## src/design/tld_pkg.sv

```systemverilog
`default_nettype none

package tld_pkg;

	localparam logic OP_RX   = 1'b0;
	localparam logic OP_TAKE = 1'b1;

	localparam logic [1:0] MODE_RAW    = 2'd0;
	localparam logic [1:0] MODE_CBREAK = 2'd1;

	localparam logic [2:0] CFG_MODE  = 3'd0;
	localparam logic [2:0] CFG_FLAGS = 3'd1;
	localparam logic [2:0] CFG_INTR  = 3'd2;
	localparam logic [2:0] CFG_KILL  = 3'd3;
	localparam logic [2:0] CFG_ERASE = 3'd4;
	localparam logic [2:0] CFG_EOF   = 3'd5;
	localparam logic [2:0] CFG_FULL  = 3'd6;

	localparam int unsigned FL_CRMAP  = 0;
	localparam int unsigned FL_INTR   = 1;
	localparam int unsigned FL_ECHO   = 2;
	localparam int unsigned FL_KILL   = 3;
	localparam int unsigned FL_ERASE  = 4;
	localparam int unsigned FL_EOF    = 5;
	localparam int unsigned FL_EBLANK = 6;
	localparam int unsigned FL_VIS    = 7;
	localparam int unsigned FL_ECRLF  = 8;

	localparam logic [1:0] RST_MODE  = 2'd2;
	localparam logic [8:0] RST_FLAGS = 9'h1FF;
	localparam logic [7:0] RST_INTR  = 8'd3;
	localparam logic [7:0] RST_KILL  = 8'd21;
	localparam logic [7:0] RST_ERASE = 8'd8;
	localparam logic [7:0] RST_EOF   = 8'd4;
	localparam logic [7:0] RST_FULL  = 8'd7;

	localparam logic [7:0] CH_BS  = 8'd8;
	localparam logic [7:0] CH_NL  = 8'd10;
	localparam logic [7:0] CH_CR  = 8'd13;
	localparam logic [7:0] CH_SP  = 8'd32;
	localparam logic [7:0] CH_UP  = 8'd94;
	localparam logic [7:0] CH_DEL = 8'd127;

	localparam logic [7:0] CTL_OFFSET = 8'o100;
	localparam logic [7:0] CTL_MASK   = 8'o177;

	localparam logic [1:0] K_TAKE  = 2'd0;
	localparam logic [1:0] K_ERASE = 2'd1;
	localparam logic [1:0] K_KILL  = 2'd2;

	typedef struct packed {
		logic [1:0] mode;
		logic [8:0] flags;
		logic [7:0] intr_ch;
		logic [7:0] kill_ch;
		logic [7:0] erase_ch;
		logic [7:0] eof_ch;
		logic [7:0] full_ch;
	} cfg_t;

	typedef struct packed {
		logic [1:0] cnt;
		logic [7:0] b0;
		logic [7:0] b1;
	} echo_pair_t;

	typedef struct packed {
		logic [2:0]      cnt;
		logic [5:0][7:0] b;
	} echo_t;

	typedef struct packed {
		echo_t      echo;
		logic       interrupt;
		logic       read_valid;
		logic [7:0] read_char;
		logic       last;
	} res_t;

	function automatic logic is_ctl(logic [7:0] c);
		return (c < CH_SP) || (c == CH_DEL);
	endfunction

	function automatic echo_pair_t echo_char(logic [7:0] c, logic ecrlf, logic vis);
		echo_pair_t p;
		p = '0;
		if ((c == CH_NL || c == CH_CR) && ecrlf) begin
			p.cnt = 2'd2;
			p.b0  = CH_CR;
			p.b1  = CH_NL;
		end else if (is_ctl(c) && vis) begin
			p.cnt = 2'd2;
			p.b0  = CH_UP;
			p.b1  = (c + CTL_OFFSET) & CTL_MASK;
		end else begin
			p.cnt = 2'd1;
			p.b0  = c;
		end
		return p;
	endfunction

	// q follows p; unused bytes of both are zero
	function automatic echo_t echo_join(echo_pair_t p, echo_pair_t q);
		echo_t e;
		e = '0;
		e.b[0] = p.b0;
		if (p.cnt == 2'd2) begin
			e.b[1] = p.b1;
			e.b[2] = q.b0;
			e.b[3] = q.b1;
		end else begin
			e.b[1] = q.b0;
			e.b[2] = q.b1;
		end
		e.cnt = 3'(p.cnt) + 3'(q.cnt);
		return e;
	endfunction

	function automatic echo_t erase_echo(logic ctl, logic vis, logic blank);
		echo_t e;
		e = '0;
		if (blank) begin
			e.b[0] = CH_BS;
			e.b[1] = CH_SP;
			e.b[2] = CH_BS;
			e.cnt  = 3'd3;
			if (ctl && vis) begin
				e.b[3] = CH_BS;
				e.b[4] = CH_SP;
				e.b[5] = CH_BS;
				e.cnt  = 3'd6;
			end
		end else begin
			e.b[0] = CH_BS;
			e.cnt  = 3'd1;
			if (ctl && vis) begin
				e.b[1] = CH_BS;
				e.cnt  = 3'd2;
			end
		end
		return e;
	endfunction

endpackage

`default_nettype wire

```

## src/design/terminal_line_discipline.sv

```systemverilog
`default_nettype none

// Keyboard line discipline over a ring buffer of BUF_DEPTH bytes held in a
// synchronous memory with one write and one read port. Items are taken one
// at a time: in_stall is high from acceptance until the item's last result
// is loaded into the output register. An item with no buffer read (a
// received byte that erases nothing, or a take on an empty buffer) passes
// through S_EXEC alone; a take of a byte or an erase of one character also
// passes through S_RDATA, for the memory read.
// A kill gives one result per erased character, paced by the read port,
// one per cycle unless the output stalls, which holds the sequencer. The
// output register frees the input side as soon as a result is parked there.
// Configuration registers are written through cfg_we/cfg_index/cfg_data and
// should only be changed while the block is idle.
module terminal_line_discipline #(
	parameter int unsigned BUF_DEPTH = 64
) (
	input  wire logic       clk,
	input  wire logic       arst_n,
	input  wire logic       in_valid,
	output logic            in_stall,
	input  wire logic       operation,
	input  wire logic [7:0] rx_char,
	output logic            out_valid,
	input  wire logic       out_stall,
	output logic      [2:0] echo_count,
	output logic      [7:0] echo_byte0,
	output logic      [7:0] echo_byte1,
	output logic      [7:0] echo_byte2,
	output logic      [7:0] echo_byte3,
	output logic      [7:0] echo_byte4,
	output logic      [7:0] echo_byte5,
	output logic            interrupt,
	output logic            read_valid,
	output logic      [7:0] read_char,
	output logic            last,
	input  wire logic       cfg_we,
	input  wire logic [2:0] cfg_index,
	input  wire logic [8:0] cfg_data
);

	import tld_pkg::*;

	localparam int unsigned IDX_W = $clog2(BUF_DEPTH);
	localparam int unsigned CNT_W = $clog2(BUF_DEPTH + 1);

	cfg_t             cfg_q;
	res_t             res;
	logic             mem_wr_en;
	logic [IDX_W-1:0] mem_wr_addr;
	logic [7:0]       mem_wr_data;
	logic             mem_rd_en;
	logic [IDX_W-1:0] mem_rd_addr;
	logic [7:0]       mem_rd_data;

	always_ff @(posedge clk or negedge arst_n) begin
		if (!arst_n) begin
			cfg_q.mode     <= RST_MODE;
			cfg_q.flags    <= RST_FLAGS;
			cfg_q.intr_ch  <= RST_INTR;
			cfg_q.kill_ch  <= RST_KILL;
			cfg_q.erase_ch <= RST_ERASE;
			cfg_q.eof_ch   <= RST_EOF;
			cfg_q.full_ch  <= RST_FULL;
		end else if (cfg_we) begin
			unique case (cfg_index)
				CFG_MODE:  cfg_q.mode     <= cfg_data[1:0];
				CFG_FLAGS: cfg_q.flags    <= cfg_data;
				CFG_INTR:  cfg_q.intr_ch  <= cfg_data[7:0];
				CFG_KILL:  cfg_q.kill_ch  <= cfg_data[7:0];
				CFG_ERASE: cfg_q.erase_ch <= cfg_data[7:0];
				CFG_EOF:   cfg_q.eof_ch   <= cfg_data[7:0];
				CFG_FULL:  cfg_q.full_ch  <= cfg_data[7:0];
				default: begin
				end
			endcase
		end
	end

	tld_seq #(
		.BUF_DEPTH(BUF_DEPTH),
		.IDX_W(IDX_W),
		.CNT_W(CNT_W)
	) u_seq (
		.clk(clk),
		.arst_n(arst_n),
		.cfg(cfg_q),
		.in_valid(in_valid),
		.in_stall(in_stall),
		.operation(operation),
		.rx_char(rx_char),
		.out_valid(out_valid),
		.out_stall(out_stall),
		.res(res),
		.mem_wr_en(mem_wr_en),
		.mem_wr_addr(mem_wr_addr),
		.mem_wr_data(mem_wr_data),
		.mem_rd_en(mem_rd_en),
		.mem_rd_addr(mem_rd_addr),
		.mem_rd_data(mem_rd_data)
	);

	tld_ring #(
		.BUF_DEPTH(BUF_DEPTH),
		.IDX_W(IDX_W)
	) u_ring (
		.clk(clk),
		.wr_en(mem_wr_en),
		.wr_addr(mem_wr_addr),
		.wr_data(mem_wr_data),
		.rd_en(mem_rd_en),
		.rd_addr(mem_rd_addr),
		.rd_data(mem_rd_data)
	);

	assign echo_count = res.echo.cnt;
	assign echo_byte0 = res.echo.b[0];
	assign echo_byte1 = res.echo.b[1];
	assign echo_byte2 = res.echo.b[2];
	assign echo_byte3 = res.echo.b[3];
	assign echo_byte4 = res.echo.b[4];
	assign echo_byte5 = res.echo.b[5];
	assign interrupt  = res.interrupt;
	assign read_valid = res.read_valid;
	assign read_char  = res.read_char;
	assign last       = res.last;

endmodule

`default_nettype wire

```

## src/design/tld_ring.sv

```systemverilog
`default_nettype none

module tld_ring #(
	parameter int unsigned BUF_DEPTH = 64,
	parameter int unsigned IDX_W     = 6
) (
	input  wire logic             clk,
	input  wire logic             wr_en,
	input  wire logic [IDX_W-1:0] wr_addr,
	input  wire logic [7:0]       wr_data,
	input  wire logic             rd_en,
	input  wire logic [IDX_W-1:0] rd_addr,
	output logic      [7:0]       rd_data
);

	logic [7:0] mem [BUF_DEPTH];
	logic [7:0] rd_data_q;

	always_ff @(posedge clk) begin
		if (wr_en) begin
			mem[wr_addr] <= wr_data;
		end
	end

	// read data holds until the next read
	always_ff @(posedge clk) begin
		if (rd_en) begin
			rd_data_q <= mem[rd_addr];
		end
	end

	assign rd_data = rd_data_q;

endmodule

`default_nettype wire

```

## src/design/tld_seq.sv

```systemverilog
`default_nettype none

module tld_seq #(
	parameter int unsigned BUF_DEPTH = 64,
	parameter int unsigned IDX_W     = 6,
	parameter int unsigned CNT_W     = 7
) (
	input  wire logic              clk,
	input  wire logic              arst_n,
	input  wire tld_pkg::cfg_t     cfg,
	input  wire logic              in_valid,
	output logic                   in_stall,
	input  wire logic              operation,
	input  wire logic [7:0]        rx_char,
	output logic                   out_valid,
	input  wire logic              out_stall,
	output tld_pkg::res_t          res,
	output logic                   mem_wr_en,
	output logic      [IDX_W-1:0]  mem_wr_addr,
	output logic      [7:0]        mem_wr_data,
	output logic                   mem_rd_en,
	output logic      [IDX_W-1:0]  mem_rd_addr,
	input  wire logic [7:0]        mem_rd_data
);

	import tld_pkg::*;

	localparam int unsigned SUM_W = CNT_W + 1;
	localparam logic [IDX_W-1:0] IDX_LAST = IDX_W'(BUF_DEPTH - 1);
	localparam logic [CNT_W-1:0] CNT_FULL = CNT_W'(BUF_DEPTH);

	localparam logic [1:0] S_IDLE  = 2'd0;
	localparam logic [1:0] S_EXEC  = 2'd1;
	localparam logic [1:0] S_RDATA = 2'd2;

	logic [1:0]       state_q;
	logic             op_q;
	logic [7:0]       ch_q;
	logic [1:0]       kind_q;
	logic [IDX_W-1:0] head_q;
	logic [IDX_W-1:0] tail_q;
	logic [CNT_W-1:0] cc_q;
	logic [IDX_W-1:0] cur_q;
	logic             out_valid_q;
	res_t             res_q;

	logic             accept;
	logic             out_free;
	logic [7:0]       cm;
	logic [IDX_W-1:0] head_inc;
	logic [IDX_W-1:0] head_dec;
	logic [IDX_W-1:0] head_dec2;
	logic [IDX_W-1:0] tail_inc;
	logic [SUM_W-1:0] sum;
	echo_pair_t       ec;
	echo_pair_t       nl_pair;
	echo_t            ee;

	logic             ex_rd;
	logic [1:0]       ex_kind;
	logic             ex_store;
	logic [7:0]       ex_wdata;
	logic [CNT_W-1:0] ex_cc;
	logic [IDX_W-1:0] ex_cur;
	res_t             ex_res;

	logic             rd_more;
	res_t             rd_res;
	logic             exec_load;
	logic             rdata_load;

	assign in_stall  = (state_q != S_IDLE);
	assign accept    = in_valid && !in_stall;
	assign out_free  = !out_valid_q || !out_stall;
	assign out_valid = out_valid_q;
	assign res       = res_q;

	assign cm = (ch_q == CH_CR && cfg.flags[FL_CRMAP]) ? CH_NL : ch_q;

	assign head_inc  = (head_q == IDX_LAST) ? '0 : head_q + 1'b1;
	assign head_dec  = (head_q == '0) ? IDX_LAST : head_q - 1'b1;
	assign head_dec2 = (head_dec == '0) ? IDX_LAST : head_dec - 1'b1;
	assign tail_inc  = (tail_q == IDX_LAST) ? '0 : tail_q + 1'b1;
	assign sum       = SUM_W'(cc_q) + SUM_W'(cur_q);

	assign ec      = echo_char(cm, cfg.flags[FL_ECRLF], cfg.flags[FL_VIS]);
	assign nl_pair = echo_char(CH_NL, cfg.flags[FL_ECRLF], cfg.flags[FL_VIS]);
	assign ee      = cfg.flags[FL_ECHO]
		? erase_echo(is_ctl(mem_rd_data), cfg.flags[FL_VIS], cfg.flags[FL_EBLANK])
		: '0;

	// decision for the held item, no buffer data needed
	always_comb begin
		ex_rd    = 1'b0;
		ex_kind  = K_TAKE;
		ex_store = 1'b0;
		ex_wdata = cm;
		ex_cc    = cc_q;
		ex_cur   = cur_q;
		ex_res   = '0;
		ex_res.last = 1'b1;
		if (op_q == OP_TAKE) begin
			if (cc_q != '0) begin
				ex_rd = 1'b1;
			end
		end else if (cfg.mode == MODE_RAW) begin
			ex_wdata = ch_q;
			if (cc_q != CNT_FULL) begin
				ex_store = 1'b1;
				ex_cc    = cc_q + 1'b1;
			end
		end else if (cfg.flags[FL_INTR] && cm == cfg.intr_ch) begin
			ex_res.echo      = echo_join(ec, '0);
			ex_res.interrupt = 1'b1;
		end else if (cfg.mode == MODE_CBREAK) begin
			if (cc_q == CNT_FULL) begin
				ex_res.echo = echo_join('{cnt: 2'd1, b0: cfg.full_ch, b1: 8'd0}, '0);
			end else begin
				ex_store = 1'b1;
				ex_cc    = cc_q + 1'b1;
				if (cfg.flags[FL_ECHO]) begin
					ex_res.echo = echo_join(ec, '0);
				end
			end
		end else if (cm == cfg.kill_ch && cfg.flags[FL_KILL]) begin
			if (cur_q != '0) begin
				ex_rd   = 1'b1;
				ex_kind = K_KILL;
			end
		end else if (cm == cfg.erase_ch && cfg.flags[FL_ERASE]) begin
			if (cur_q != '0) begin
				ex_rd   = 1'b1;
				ex_kind = K_ERASE;
			end
		end else if (cm == CH_NL || cm == CH_CR || (cm == cfg.eof_ch && cfg.flags[FL_EOF])) begin
			if (sum >= SUM_W'(BUF_DEPTH)) begin
				ex_res.echo = echo_join('{cnt: 2'd1, b0: cfg.full_ch, b1: 8'd0}, '0);
			end else begin
				if (cfg.flags[FL_ECHO]) begin
					ex_res.echo = echo_join(ec, (cm == cfg.eof_ch) ? nl_pair : '0);
				end
				ex_store = 1'b1;
				ex_cc    = CNT_W'(sum + 1'b1);
				ex_cur   = '0;
			end
		end else begin
			if (sum >= SUM_W'(BUF_DEPTH - 1)) begin
				ex_res.echo = echo_join('{cnt: 2'd1, b0: cfg.full_ch, b1: 8'd0}, '0);
			end else begin
				if (cfg.flags[FL_ECHO]) begin
					ex_res.echo = echo_join(ec, '0);
				end
				ex_store = 1'b1;
				ex_cur   = cur_q + 1'b1;
			end
		end
	end

	// result once buffer data is in
	always_comb begin
		rd_res  = '0;
		rd_more = 1'b0;
		if (kind_q == K_TAKE) begin
			rd_res.read_valid = 1'b1;
			rd_res.read_char  = mem_rd_data;
			rd_res.last       = 1'b1;
		end else begin
			rd_res.echo = ee;
			rd_more     = (kind_q == K_KILL) && (cur_q != IDX_W'(1));
			rd_res.last = !rd_more;
		end
	end

	assign exec_load  = (state_q == S_EXEC) && !ex_rd && out_free;
	assign rdata_load = (state_q == S_RDATA) && out_free;

	// sequential, so a read never meets a write to the same entry
	assign mem_wr_en   = exec_load && ex_store;
	assign mem_wr_addr = head_q;
	assign mem_wr_data = ex_wdata;
	assign mem_rd_en   = ((state_q == S_EXEC) && ex_rd) || (rdata_load && rd_more);
	assign mem_rd_addr = (state_q == S_EXEC)
		? ((op_q == OP_TAKE) ? tail_q : head_dec)
		: head_dec2;

	always_ff @(posedge clk or negedge arst_n) begin
		if (!arst_n) begin
			state_q     <= S_IDLE;
			head_q      <= '0;
			tail_q      <= '0;
			cc_q        <= '0;
			cur_q       <= '0;
			out_valid_q <= 1'b0;
		end else begin
			if (exec_load || rdata_load) begin
				out_valid_q <= 1'b1;
			end else if (!out_stall) begin
				out_valid_q <= 1'b0;
			end
			unique case (state_q)
				S_IDLE: begin
					if (accept) begin
						state_q <= S_EXEC;
					end
				end
				S_EXEC: begin
					if (ex_rd) begin
						state_q <= S_RDATA;
					end else if (out_free) begin
						cc_q  <= ex_cc;
						cur_q <= ex_cur;
						if (ex_store) begin
							head_q <= head_inc;
						end
						state_q <= S_IDLE;
					end
				end
				S_RDATA: begin
					if (out_free) begin
						if (kind_q == K_TAKE) begin
							tail_q <= tail_inc;
							cc_q   <= cc_q - 1'b1;
						end else begin
							head_q <= head_dec;
							cur_q  <= cur_q - 1'b1;
						end
						if (!rd_more) begin
							state_q <= S_IDLE;
						end
					end
				end
				default: begin
					state_q <= S_IDLE;
				end
			endcase
		end
	end

	always_ff @(posedge clk) begin
		if (accept) begin
			op_q <= operation;
			ch_q <= rx_char;
		end
		if (state_q == S_EXEC && ex_rd) begin
			kind_q <= ex_kind;
		end
		if (exec_load) begin
			res_q <= ex_res;
		end else if (rdata_load) begin
			res_q <= rd_res;
		end
	end

endmodule

`default_nettype wire

```

## config.mk

```make
export PLATFORM = sky130hd
export DESIGN_NAME = terminal_line_discipline
export DESIGN_NICKNAME = d
export VERILOG_FILES = /design/src/design/tld_pkg.sv /design/src/design/terminal_line_discipline.sv /design/src/design/tld_ring.sv /design/src/design/tld_seq.sv
export SDC_FILE = /design/constraint.sdc
export NUM_CORES = 1
export LEC_CHECK = 0
export BUFFER_PORTS_ARGS = -buffer_cell sky130_fd_sc_hd__buf_2
export CORE_MARGIN = 2
export CORE_UTILIZATION = 28
export CTS_BUF_LIST = sky130_fd_sc_hd__clkbuf_16
export CTS_CLUSTER_DIAMETER = 50
export DETAILED_ROUTE_END_ITERATION = 6
export PLACE_DENSITY = 0.48
export RECOVER_POWER = 50
export SETUP_SLACK_MARGIN = 0.15
export SLEW_MARGIN = 20
export SYNTH_ARGS = -nofsm -noshare
export SYNTH_HDL_FRONTEND = slang
export SYNTH_SLANG_ARGS = --single-unit
```

## constraint.sdc

```tcl
create_clock -name clk -period 10 [get_ports clk]
set_input_delay 0.5 -clock clk [delete_from_list [all_inputs] [get_ports clk]]
set_output_delay 0.5 -clock clk [all_outputs]
set_load 0.05 [all_outputs]
```

### After elaboration in Yosys (flattened, before gate mapping)

Memory sizes are Yosys's and may differ from the RTL's. A register that Yosys moved wholly into a read port is not among the register bits.
Index checks and enable logic that the tools add are counted.

| operators by class | value |
|---|---|
| $add $sub $neg | 12 |
| magnitude comparators | 4 |
| eq/ne operators | 50 |
| muxes and demuxes | 113 |
| reduce and logical (&&, ||, !) cells | 52 |

Operators with widths:

| cell | count |
|---|---|
| two-way mux 51 bit | 11 |
| two-way mux 6 bit | 24 |
| two-way mux 62 bit | 2 |
| two-way mux 7 bit | 16 |
| two-way mux 52 bit | 2 |
| two-way mux 18 bit | 3 |
| two-way mux 50 bit | 1 |
| two-way mux 8 bit | 5 |
| == test 8 bit | 4 |
| two-way mux 16 bit | 2 |
| two-way mux 32 bit | 1 |
| two-way mux 1 bit | 27 |
| two-way mux 27 bit | 1 |
| AND reduction 13 bit | 2 |
| == test 8 x 4 -> 1 bit, second input constant | 3 |
| one-hot mux 6 bit (2 select lines) | 2 |
| two-way mux 10 bit | 2 |
| adder 6 x 1 -> 6 bit, second input constant | 3 |
| two-way mux 2 bit | 9 |
| != test 2 bit, second input constant | 9 |
| subtractor 6 x 1 -> 6 bit, second input constant | 3 |
| == test 8 x 7 -> 1 bit, second input constant | 2 |
| logical AND 1 bit | 16 |
| less-than comparator 8 x 6 -> 1 bit, second input constant | 2 |
| 41 further kinds | 79 |

| word-level totals | value |
|---|---|
| bits in registers | 152 |
| bits in writable memories | 512 |
| bits of input ports | 26 |
| output and inout bits | 64 |
| word-level logic and storage cells | 259 |
| memories kept | 1 |

Memory list:

| memory | depth | width | rd ports | clocked after memory_dff | write ports | line | text |
|---|---|---|---|---|---|---|---|
| u_ring.mem | 64 | 8 | 1 | 1 | 1 | tld_ring.sv:16 | `logic [7:0] mem [BUF_DEPTH];` |

### Longest topological paths before layout

Gate-level depths: netlist of the first run.

| depth | value |
|---|---|
| depth after elaboration | 20 |
| mapped depth | 17 |
| mapped depth without buffers | 13 |

### Modules after synthesis

From an unflattened synthesis of the first run, not the netlist that was laid out.

| unflattened totals | value |
|---|---|
| cell total of the unflattened synthesis | 1786 |
| area, all modules | 28372.2 sq um |

By module, submodules not included:

| module | times used | cells each | area an instance (sq um) | sequential area each (sq um) |
|---|---|---|---|---|
| tld_ring | 1 | 972 | 20270.7 | 15615.0 |
| tld_seq | 1 | 701 | 6093.3 | 2042.0 |
| terminal_line_discipline | 1 | 113 | 2008.2 | 1301.2 |

### Worst setup path after synthesis of the first run

Ideal clock, no wire load.

| path | value |
|---|---|
| kind | flip-flop to flip-flop |
| from | reg u_seq.ch_q[4] |
| to | mem u_ring.mem[25][0] (enable) |
| setup time | 0.371 ns |
| arrival | 3.373 ns |
| data required time | 9.629 ns |
| setup slack | 6.256 ns |
| stages on the path, launching flop included | 13 |
| buffers on the path | 3 |
| period minus slack after synthesis | 3.744 ns |
| cell sequence | edfxtp_1 > buf_6 > or4b_1 > buf_2 > or4_1 > o211ai_2 > a41o_2 > o31ai_1 > o22ai_1 > and2_1 > buf_2 > nand4_1 > nor2_1 |

| on the way | value |
|---|---|
| word-level cells in the longest chain between the ends | 17 |
| elaborated cells between the ends (all ways) | 34 |
| those cells by class | 7 x eq/ne; 16 x mux; 11 x reduce/logical |

RTL lines:

| item | line | text |
|---|---|---|
| start: declaration | tld_seq.sv:38 | `logic [7:0] ch_q;` |
| start signal: assignment | tld_seq.sv:242 | `ch_q <= rx_char;` |
| == test 8 x 4 -> 1 bit | tld_seq.sv:78 | `assign cm = (ch_q == CH_CR && cfg.flags[FL_CRMAP]) ? CH_NL : ch_q;` |
| logical AND 1 bit | tld_seq.sv:78 |  |
| two-way mux 8 bit (*) | tld_seq.sv:78 |  |
| == test 8 bit | tld_seq.sv:130 | `end else if (cm == cfg.erase_ch && cfg.flags[FL_ERASE]) begin` |
| logical AND 1 bit | tld_seq.sv:130 |  |
| two-way mux 1 bit | tld_seq.sv:130 |  |
| two-way mux 1 bit | tld_seq.sv:125 | `end else if (cm == cfg.kill_ch && cfg.flags[FL_KILL]) begin` |
| two-way mux 1 bit | tld_seq.sv:115 | `end else if (cfg.mode == MODE_CBREAK) begin` |
| two-way mux 1 bit | tld_seq.sv:112 | `end else if (cfg.flags[FL_INTR] && cm == cfg.intr_ch) begin` |
| two-way mux 1 bit | tld_seq.sv:106 | `end else if (cfg.mode == MODE_RAW) begin` |
| two-way mux 1 bit | tld_seq.sv:102 | `if (op_q == OP_TAKE) begin` |
| logical NOT 1 bit | tld_seq.sv:174 | `assign exec_load = (state_q == S_EXEC) && !ex_rd && out_free;` |
| logical AND 1 bit (2 in series) | tld_seq.sv:174 |  |
| logical AND 1 bit (*) | tld_seq.sv:178 | `assign mem_wr_en = exec_load && ex_store;` |
| two-way mux 1 bit (*) | tld_ring.sv:20 | `if (wr_en) begin` |
| two-way mux 1 bit (not written as such) (*) | tld_ring.sv:21 | `mem[wr_addr] <= wr_data;` |
| end: declaration | tld_ring.sv:16 |  |

Every way passes the cells marked *; elsewhere a longest branch is shown, timed or not.

### Worst setup path after layout of the first run

| path | value |
|---|---|
| from | reg u_seq.ch_q[3] |
| to | mem u_ring.mem[33][4] (enable) |

The elaborated chain is that of the path after synthesis.

==> summary.md, run 1 <==
| Metric | Value |
|---|---|
| Switching power | 5.39 mW |
| Post-DP HPWL | 49.6 mm |
| Clock Power Share | 23.5% |
| VDD IR max | between 0.3 and 0.4 mV |
| Vias in the first global route | 18700 |
| Max-slew violations | 319 |
| Post-route ant nets | 0 |
| Switching share of power | 44.3% |
| Relative slew slack | -155% |
| CTS buffer count | 81 |
| Placer Congestion | 0.842 |
| Compound-cell area share of the yosys netlist | 10.2% |
| Xor and xnor area share after synthesis | approximately 1.4% |
| Synthesized flop and latch total | 647 |
| Top delay family on crit path | simple AND/OR/NAND/NOR gates |
| Mux cell area share after synthesis | under 10% |
| DRT Wirelength | ~80 mm |
| Mapped Avg Cell Area | 13.0 sq um |
| Synthesized area | 28900 sq um |
| # fillers | 10100 |
| CTS Buffer Depth | 3 |
| HP Class | in2reg |
| Pwr/cell area | between 300 and 400 nW/um^2 |
| Fin nets | 2311 |
| Worst-Margin Slew | 3.83 ns |
| Overall routing resource usage | 14.8% |
| Setup TNS | 0 ns |
| Final core occ | 32.5% |
| Diode count | 0 |
| Root Driver | clkbuf_16 |
| Routed vias | ~19000 |
| Clk slew on worst S/H paths | ~0.06 ns |
| Placed instance area | roughly 31000 sq um |
| Setup Viol. Count Final | 0 |
| Top FF cell, synth | edfxtp_1 |
| Combinational family with the most area after synthesis | simple AND/OR/NAND/NOR gates |
| # resized after CTS | 0 |
| Crit end category | flop |
| Post-synthesis adder-cell area fraction | 1.13% |
| Violations in the final reports | max-capacitance violations, max-slew violations |
| Die width | 325 microns |
| Flop pwr share | between 20% and 30% |
| Maximum clock rate | 171 MHz |
| Post-DR wirelength/cell | 21.4 microns |
| Post-CTS Setup Bufs | 0 |
| Ratio of cells with drive above 1 in the final layout | 13.3% |
| Critical Path Slowest Stage Cell | nor2_1 |
| Status | finished, violations left |
| Buf/Inv on CP | 1 |
| Initial drt markers | 1601 |
| CP Max Fanout | 73 |
| Final Hold Viols | 0 |
| Cell Chain, Critical Path | buf_4 > or4b_1 > or2_2 > a211oi_1 > or3_1 > nor2_1 > a211oi_1 > and2_1 > nand4_1 > nor2_1 |
| Crit path kind | reg2reg |
| Chip height | between 300 and 400 microns |
| Row cnt | 117 |
| Max-capacitance violation count | 6 |
| Post-synthesis simple-gate area fraction | 12.1% |
| Remaining global-route overflow | 0 |
| Slowest stage delay, CP | 1.00 ns |
| Fraction of registers with async set/reset | 12.2% |
| Initial Utilization | 28.3% |
| Vias per cell | 5.06 |
| Global-route wire length before repair | around 120 mm |
| Max Clock Skew | about 0.032 ns |
| Final Cycle Share | approximately 58% |
| Leakage | 11.0 nW |
| Combinational Power Share | 47.5% |
| Register area share after synthesis | roughly two thirds |
| H-tree Lvls | 3 |
| Hold buffer count at cts | 1 |
| Distinct cells, synth | 91 |
| P&R area growth vs syn | 14.6% |
| Initial antenna violation count | 0 |
| Ports | 90 |
| Sink Count | 647 |
| Cells after Synth | 2231 |
| Buffers on Ports | 67 |
| Int Power | 6.79 mW |
| Drt pass-1 iters | 5 |
| Residual DRC | 0 |
| CTS tree | done |
| Core area | 102000 sq um |
| Worst Setup Start Kind | flop |
| Clock latency on the worst-skew pair | 0.64 ns |
| Min Tclk post-route | 5.84 ns |
| Fin area | 33100 sq um |
| Arrival @ worst endpoint | a little over 6 ns |
| Setup repair after global routing missed its margin | false |
| YS warnings | 0 |
| Post-synth EDFFs | between 500 and 600 |
| Die Area | between 100000 and 150000 sq um |
| Critical Path RT | 10.24 ns |
| Largest net degree at the start of global routing | about 180 |
[sequential cells by signal, indices dropped and copies added, names as in the netlist, 2 cells and up]
signal	flops
u_seq.state_q	2
u_seq.cur_q	6
u_ring.mem	512
u_seq.kind_q	2
cfg_q	51
u_seq.cc_q	7
u_ring.rd_data	8
u_seq.ch_q	8
u_seq.res	37
u_seq.mem_wr_addr	6
u_seq.tail_q	6
[per-stage QoR]
stage / hold slack [ns] / cells / power, mW / worst slack, ns
5_1_grt: 0.0354 / 3694 / 12.9 / 3.76
2_1_floorplan: 0.204 / 2252 / 7.46 / 6.26
3_5_place_dp: 0.436 / 3544 / 9.37 / 4.14
6_report: 0.0608 / 3694 / 12.2 / 4.16
3_3_place_gp: 0.441 / 3544 / 9.31 / 4.24
4_1_cts: 0.0143 / 3694 / 12.3 / 4.12
[synth_stat cells, types with 12 or more instances]
library cell / count / area (sq um)
buf_4: 27 / 203
o2111ai_1: 31 / 272
nand2_1: 277 / 1040
nand4_1: 19 / 119
o31ai_1: 28 / 210
o211ai_1: 36 / 270
dfrtp_1: 59 / 1480
and3_1: 23 / 144
nand2b_1: 14 / 87.6
a21oi_1: 118 / 591
nor3_1: 26 / 130
dfstp_2: 20 / 526
nor2_1: 131 / 492
edfxtp_1: 558 / 16800
a211oi_1: 17 / 128
ha_1: 23 / 288
nand3_1: 151 / 756
a31oi_1: 14 / 87.6
clkbuf_1: 105 / 394
xnor2_1: 21 / 184
o22ai_1: 13 / 81.3
mux4_2: 33 / 743
mux2i_1: 47 / 470
xor2_1: 24 / 210
buf_1: 19 / 71.3
a22o_1: 12 / 105
buf_2: 17 / 85.1
mux2_2: 57 / 642
inv_1: 35 / 131
o21ai_0: 61 / 305
nor4_1: 14 / 87.6
[cells in the final DEF (no fill, tap or decap), types with 22 or more instances in the layout]
master and instances:
nand3_1 151, nor3_1 26, o31ai_1 28, edfxtp_1 558
o2111ai_1 31, mux4_2 33, mux2_2 56, o21ai_0 60
ha_1 22, and3_1 23, dfrtp_1 59, nor2_1 131
xor2_1 24, clkbuf_16 83, nand2_1 276, clkbuf_1 57
conb_1 22, inv_1 50, o211ai_1 36, mux2i_1 47
a21oi_1 118
[area by class of cell]
class                           instances  area [sq um]  area share [%]
Sequential cell                       647         19000            57.2
Multi-Input combinational cell       1398          9190            27.7
Clock buffer                           83          2080            6.27
Tap cell                             1368          1710            5.16
Clock inverter                         66           588            1.77
Timing Repair Buffer                   95           482            1.45
Inverter                               37           139           0.419
[kinds of logic (layout without fill, tap and decap cells)]
logic type | after synthesis | count (layout)
compound gates | 431 | 431
xor+xnor | 45 | 45
fa+ha+maj | 25 | 25
buf+inv | 207 | 281
flops | 647 | 647
mux | 137 | 137
other cells | 1 | 22
simple gates | 738 | 738
[path summary, 6_finish.rpt]
path                                from  slack (ns)           endpoint  cells past startpoint
setup / recovery           u_seq.ch_q[3]        4.16  u_ring.mem[33][4]                     10
hold / removal                rx_char[5]        0.06      u_seq.ch_q[5]                      1
setup reg to reg           u_seq.ch_q[3]        4.16  u_ring.mem[33][4]                     10
hold reg to reg             u_seq.res[9]        0.45       u_seq.res[9]                      1
max in group asynchronous         arst_n        5.52   u_seq.state_q[0]                      3
min in group asynchronous         arst_n        0.89          cfg_q[29]                      2
[per-layer routing]
layer | wire length (microns) | part of all wire, % | GRT usage [%]
met2 | 37700 | 48 | 24.3
met1 | 34600 | 44 | 19.6
met5 | 0 | 0 | 0
met4 | 2220 | 2.8 | 5.28
met3 | 4730 | 6.0 | 2.48
[power by group through the flow]
| stage | combinational, mW | sequential, mW | clock, mW |
|---|---|---|---|
| after global placement | 5.73 | 3.57 | 0 |
| after detailed placement | 5.79 | 3.58 | 0 |
| after CTS | 5.81 | 3.52 | 2.94 |
| after global routing | 6.27 | 3.56 | 3.04 |
| final | 5.78 | 3.53 | 2.87 |
| after floorplan | 3.85 | 3.61 | 0 |
No activity file was read; power rests on OpenSTA's default activity.
==> run 2: changes to the inputs <==
--- a/config.mk
+++ b/config.mk
@@ -11,7 +11,7 @@
 export CTS_BUF_LIST = sky130_fd_sc_hd__clkbuf_16
 export CTS_CLUSTER_DIAMETER = 50
 export DETAILED_ROUTE_END_ITERATION = 6
-export PLACE_DENSITY = 0.48
+export PLACE_DENSITY = 0.5
 export RECOVER_POWER = 50
 export SETUP_SLACK_MARGIN = 0.15
 export SLEW_MARGIN = 20
==> constraint.sdc (replaced) <==
create_clock -name clk -period 5.05 [get_ports clk]
set_input_delay 0.2525 -clock clk [delete_from_list [all_inputs] [get_ports clk]]
set_output_delay 0.2525 -clock clk [all_outputs]
set_load 0.05 [all_outputs]
==> summary.md, run 2 (same netlist as run 1, synthesis figures left out) <==
| Metric | Value |
|---|---|
| Status | finished, violations left |
| Violations in the final reports | max-capacitance violations, max-slew violations |
| Cells after DPL | 3655 |
| Global-route wire length before repair | 125 mm |
| P&R area growth vs syn | 18.4% |
| Overall routing resource usage | 15.4% |
| VDD IR max | 0.565 mV |
| Arrival @ worst endpoint | 4.69 ns |
| Critical path origin | u_seq.ch_q[6] |
| Worst setup margin | roughly 0.56 ns |
| Maximum clock rate | about 220 MHz |
| Pwr/cell area | 723 nW/um^2 |
| Final Cycle Share | between 80% and 90% |
| Residual DRC | 0 |
| Post-DR wirelength/cell | 21.9 microns |
| Routed vias | 19500 |
| Hold Path Depth | 2 |
| Die width | roughly 330 microns |
| Fin nets | 2436 |
| Die Area | 106000 sq um |
| Relative slew slack | -168% |
| CP Max Fanout | 27 |
| Setup TNS | 0 ns |
| Placer Congestion | 0.894 |
| Max reg flops | a little over 500 |
| Crit path kind | reg2reg |
| Buffers on Ports | 67 |
| Max Clock Skew | 0.0251 ns |
| Ports | 90 |
| Largest net degree at the start of global routing | 72 |
| Clk slew on worst S/H paths | 0.06 ns |
| Leakage | 11.7 nW |
| Initial Utilization | about 28% |
| Final Hold Viols | 0 |
| Worst reg2reg path startpoint | u_seq.ch_q[6] |
| Vias in the first global route | 19300 |
| Largest register by flop count | u_ring.mem |
| Chip height | 325 microns |
| CTS Buffer Depth | 3 |
| Vias per cell | 5.09 |
| HP Class | in2reg |
| Flop2flop setup slack | 0.56 ns |
| Sink Count | ~650 |
| H-tree Lvls | 3 |
| Critical Path RT | around 5.3 ns |
| R2R depth | 8 |
| Initial antenna violation count | 0 |
| Setup repair after global routing missed its margin | false |
| Fin cells | 3821 |
| Worst-Margin Slew | 4.03 ns |
| DRT Wirelength | 83.6 mm |
| Total power draw | 24.7 mW |
| Min Tclk post-route | 4.49 ns |
| # resized after CTS | 0 |
| CTS tree | done |
| Remaining global-route overflow | 0 |
| Post-route ant nets | 0 |
| Setup Viol. Count Final | 0 |
| Worst flop-to-flop path endpoint | u_seq.res[36] |
| Crit end category | flop |
| Drt pass-1 iters | 5 |
| Max-slew violations | between 500 and 600 |
| CTS buffer count | 80 |
| Post-DP HPWL | 54.1 mm |
| Diode count | 0 |
| Placed instance area | 31500 sq um |
| Row cnt | between 100 and 150 |
| Ratio of cells with drive above 1 in the final layout | 17.8% |
| Hold Path Sink | cfg_q[9] |
| Fin area | 34200 sq um |
| Placement Setup Slack | approximately 0.58 ns |
| Clock latency on the worst-skew pair | 0.65 ns |
| Core area | 102000 sq um |
| Worst Setup Start Kind | flop |
| Post-CTS Setup Bufs | 0 |
| Initial drt markers | between 1500 and 2000 |
| Max-capacitance violation count | 8 |
| Root Driver | clkbuf_16 |
| Commonest non-fill, non-tap cells in the layout | 558 x edfxtp_1, 276 x nand2_1, 151 x nand3_1 |
| Hold_sp | cfg_data[1] |
| Leading cell type in the layout, fill and taps excluded | edfxtp_1 |
[run 2: changes by cell type in the layout (fill, tap and decap cells not counted), sizes merged, moves of 4 or more]
cell,previous run,this run
buf,37,149
bufinv,7,3
clkinv,29,34
clkinvlp,7,3
dlygate4sd3,1,15
[run 2: how the worst max path moves through the flow]
stage / slack (ns) / cells after the start / to
final: 0.56 / 8 / u_seq.res[36]
after global routing: 0.25 / 10 / u_seq.res[60]
after CTS: 0.55 / 9 / u_seq.res[23]
after detailed placement: 0.58 / 9 / u_seq.res[19]
after global placement: 0.65 / 10 / u_ring.mem[24][0]
after floorplan: 1.31 / 12 / u_ring.mem[25][0]
[run 2: metal layers]
layer | global-route usage (%) | part of all wire, % | up-vias
met5 | 0 | 0 | -
met4 | 4.72 | 2.4 | 0
met3 | 2.23 | 5.4 | 117
met2 | 25.1 | 47 | 669
met1 | 21.2 | 45 | 9870
li1 | - | - | 8803
[run 2: what timing repair did]
item / CTS / global route
hold buffers: 15 / 0
hold endpoints to repair: 54 / 0
endpoints found under the setup margin: 0 / 0
[run 2: through the flow]
step                      util [%]  hold slack (ns)
after floorplan                  -          -0.0431
after global placement        30.8            0.144
after detailed placement      30.8            0.152
after CTS                     33.6          0.00379
after global routing          33.5           0.0145
final                         33.5           0.0175
[run 2: worst max-delay path: stages (launching register included)]
cell,delay (ns)
edfxtp_1,0.45
or4b_1,0.69
or4_1,0.67
o41a_1,0.38
a211oi_2,0.34
nor2_2,0.16
o211a_1,0.47
o21ai_1,0.35
inv_1,0.52
[run 2: where the power goes]
part	switching, mW	internal, mW
Clock	2.42	3.29
Combinational	8.10	4.01
Sequential	0.414	6.51
Total	10.9	13.8
[run 2: layout make-up]
cell class	instances	area (sq um)
tap	1368	1710
multi-input combinational	1398	9190
clock buffer	85	2130
clock inverter	65	556
timing repair buffer	221	1540
fill	9939	67800
inverter	37	139
sequential	647	19000
==> run 3: changes to the inputs <==
--- a/config.mk
+++ b/config.mk
@@ -11,10 +11,12 @@
 export CTS_BUF_LIST = sky130_fd_sc_hd__clkbuf_16
 export CTS_CLUSTER_DIAMETER = 50
 export DETAILED_ROUTE_END_ITERATION = 6
+export HOLD_SLACK_MARGIN = 0.15
 export PLACE_DENSITY = 0.5
 export RECOVER_POWER = 50
 export SETUP_SLACK_MARGIN = 0.15
 export SLEW_MARGIN = 20
 export SYNTH_ARGS = -nofsm -noshare
 export SYNTH_HDL_FRONTEND = slang
+export SYNTH_HIERARCHICAL = 1
 export SYNTH_SLANG_ARGS = --single-unit
==> summary.md, run 3 <==
| Metric | Value |
|---|---|
| Count leader, synth | edfxtp_1 |
| Row cnt | roughly 120 |
| Buffers on Ports | 67 |
| Setup TNS | 0 ns |
| Initial Utilization | 28.3% |
| Setup repair after global routing missed its margin | false |
| CP Max Fanout | 18 |
| CTS buffer count | 78 |
| Top delay family on crit path | compound AO/OA/AOI/OAI gates |
| Leading cell type in the layout, fill and taps excluded | edfxtp_1 |
| Top FF cell, synth | edfxtp_1 |
| Violations in the final reports | design-rule violations, max-capacitance violations, max-slew violations |
| Post-DP HPWL | 50.2 mm |
| Leakage | 11.2 nW |
| Ports | 90 |
| CTS Buffer Depth | 3 |
| Post-route ant nets | 0 |
| Post-DR wirelength/cell | 22.0 microns |
| Chip height | 322 microns |
| Vias per cell | 4.96 |
| Maximum clock rate | 222 MHz |
| Status | finished, violations left |
| Diode count | 0 |
| Fin cells | 3415 |
| Critical Path RT | 5.37 ns |
| Buf/Inv on CP | 1 |
| Slowest stage delay, CP | 0.68 ns |
| Worst-Margin Slew | between 3 and 4 ns |
| Placed instance area | slightly above 30000 sq um |
| Worst setup margin | 0.553 ns |
| Pwr/cell area | roughly 630 nW/um^2 |
| Die width | 322 microns |
| Max-capacitance violation count | 9 |
| Overall routing resource usage | 14.4% |
| Relative slew slack | -120% |
| Cell Chain, Critical Path | nor3_1 > nand3b_1 > o21ai_0 > nor3_1 > and3_1 > a2bb2oi_4 > buf_12 > mux4_2 > mux4_2 > o2111ai_1 > o41ai_2 |
| Worst Setup Start Kind | flop |
| Hold Worst Slack | between 0.15 and 0.2 ns |
| Largest register by flop count | u_ring/mem |
| Routed vias | 16900 |
| Residual DRC | 1 |
| Remaining global-route overflow | 0 |
| Vias in the first global route | 17000 |
| Placer Congestion | approximately 0.85 |
| Global-route wire length before repair | 112 mm |
| Critical Path Slowest Stage Cell | dfrtp_1 |
| Clock latency on the worst-skew pair | 0.63 ns |
| Cells after DPL | about 3200 |
| Commonest cells in the netlist | 558 x edfxtp_1, 149 x nor2_1, 124 x mux4_2 |
| P&R area growth vs syn | 18.7% |
| Initial antenna violation count | 1 |
| CTS tree | done |
| Total power draw | 21.1 mW |
| Core area | 100000 sq um |
| Distinct cells, synth | 97 |
| Clk slew on worst S/H paths | 0.06 ns |
| Crit path kind | reg2reg |
| Final Hold Viols | 0 |
| Sink Count | 647 |
| Final core occ | 33.6% |
| Fin area | 33700 sq um |
| Initial drt markers | 1314 |
| Final Cycle Share | 89.0% |
| Register area share after synthesis | 66.8% |
| Max reg flops | 512 |
| Synthesized flop and latch total | 647 |
| Largest net degree at the start of global routing | 65 |
| HP Class | in2reg |
| Synthesized area | 28400 sq um |
| Mapped Avg Cell Area | 15.9 sq um |
| Top cells by area, synth | edfxtp_1 59%, mux4_2 9.8%, dfrtp_1 5.2%, mux2_2 2.2%, nor2_1 2.0% |
| Ratio of cells with drive above 1 in the final layout | 24.6% |
| Max-slew violations | 520 |
| Post-synth EDFFs | 558 |
| VDD IR max | 0.319 mV |
| Min Tclk post-route | 4.50 ns |
| Setup Viol. Count Final | 0 |
| Fraction of registers with async set/reset | 12.2% |
| Arrival @ worst endpoint | 4.82 ns |
| Area leader, netlist | edfxtp_1 |
| Drt pass-1 iters | 7 |
| Cells after Synth | approximately 1800 |
| Crit end category | flop |
| Fin nets | 2046 |
| Synth top area share | between 50 and 60% |
| Die Area | 104000 sq um |
| DRT Wirelength | 75.0 mm |
| YS warnings | 6 |
| Max Clock Skew | ~0.031 ns |
| Commonest non-fill, non-tap cells in the layout | 558 x edfxtp_1, 149 x nor2_1, 124 x mux4_2 |
| Root Driver | clkbuf_16 |
| H-tree Lvls | 3 |
| Placement Setup Slack | 0.494 ns |
| # fillers | 9643 |
-- run 3: cell count changes in the layout (fill, tap and decap cells not counted), moves of 20 or more --
cell	before	now
a21oi_1	118	25
o211ai_1	36	14
o31ai_1	28	8
nand3_1	151	55
o2111ai_1	31	2
mux2i_1	47	25
mux4_2	33	124
nand2_1	276	69
-- run 3: cell families after synthesis --
family | share of synthesized area (%)
buf+inv | 2.96
mux | 13.0
flops | 66.8
other cells | 0.0132
xor+xnor | 1.53
fa+ha+maj | 1.11
compound gates | 6.44
simple gates | 8.15
-- run 3: final timing paths --
| check | from | end | slack, ns | cells after the start |
|---|---|---|---|---|
| max | u_seq/mem_wr_addr[2] | u_ring/rd_data[7] | 0.55 | 11 |
| min | cfg_index[0] | cfg_q[49] | 0.15 | 3 |
| max reg2reg | u_seq/mem_wr_addr[2] | u_ring/rd_data[7] | 0.55 | 11 |
| min reg2reg | u_seq/res[9] | u_seq/res[9] | 0.47 | 1 |
| max in group asynchronous | arst_n | u_seq/out_valid | 1.74 | 3 |
| min in group asynchronous | arst_n | cfg_q[43] | 0.49 | 2 |
-- run 3: final cells by class --
class / count / area (sq um) / share of cell area (%)
Multi-Input combinational cell: 1006 / 8710 / 25.8
Inverter: 29 / 109 / 0.323
Timing Repair Buffer: 234 / 1610 / 4.79
Clock buffer: 78 / 1950 / 5.79
Sequential cell: 647 / 19000 / 56.3
Clock inverter: 64 / 652 / 1.93
Tap cell: 1357 / 1700 / 5.04
-- run 3: power breakdown --
part           total, mW  internal [mW]  switching [mW]
logic               8.72           3.48            5.24
clock network       5.62           3.37            2.25
registers           6.76           6.39           0.375
total               21.1           13.2            7.87
-- run 3: metal layers --
| layer | vias to the layer above | GRT usage (%) | wire length (microns) |
|---|---|---|---|
| li1 | 7448 | - | - |
| met1 | 8856 | 19.7 | 33600 |
| met2 | 520 | 23.6 | 36200 |
| met3 | 97 | 2.18 | 3880 |
| met4 | 2 | 4.13 | 1440 |
| met5 | - | 0 | 13 |
-- run 3: worst min-delay path, stage by stage --
cell	delay [ns]
buf_2	0.14
nor4b_1	0.11
mux2_1	0.21
-- run 3: timing repair --
action | in CTS | in global routing
endpoints found under the hold margin | 92 | 0
hold buffers | 24 | 0
gates resized for setup | 0 | 2
buffers inserted | 0 | 4
endpoints found under the setup margin | 0 | 2
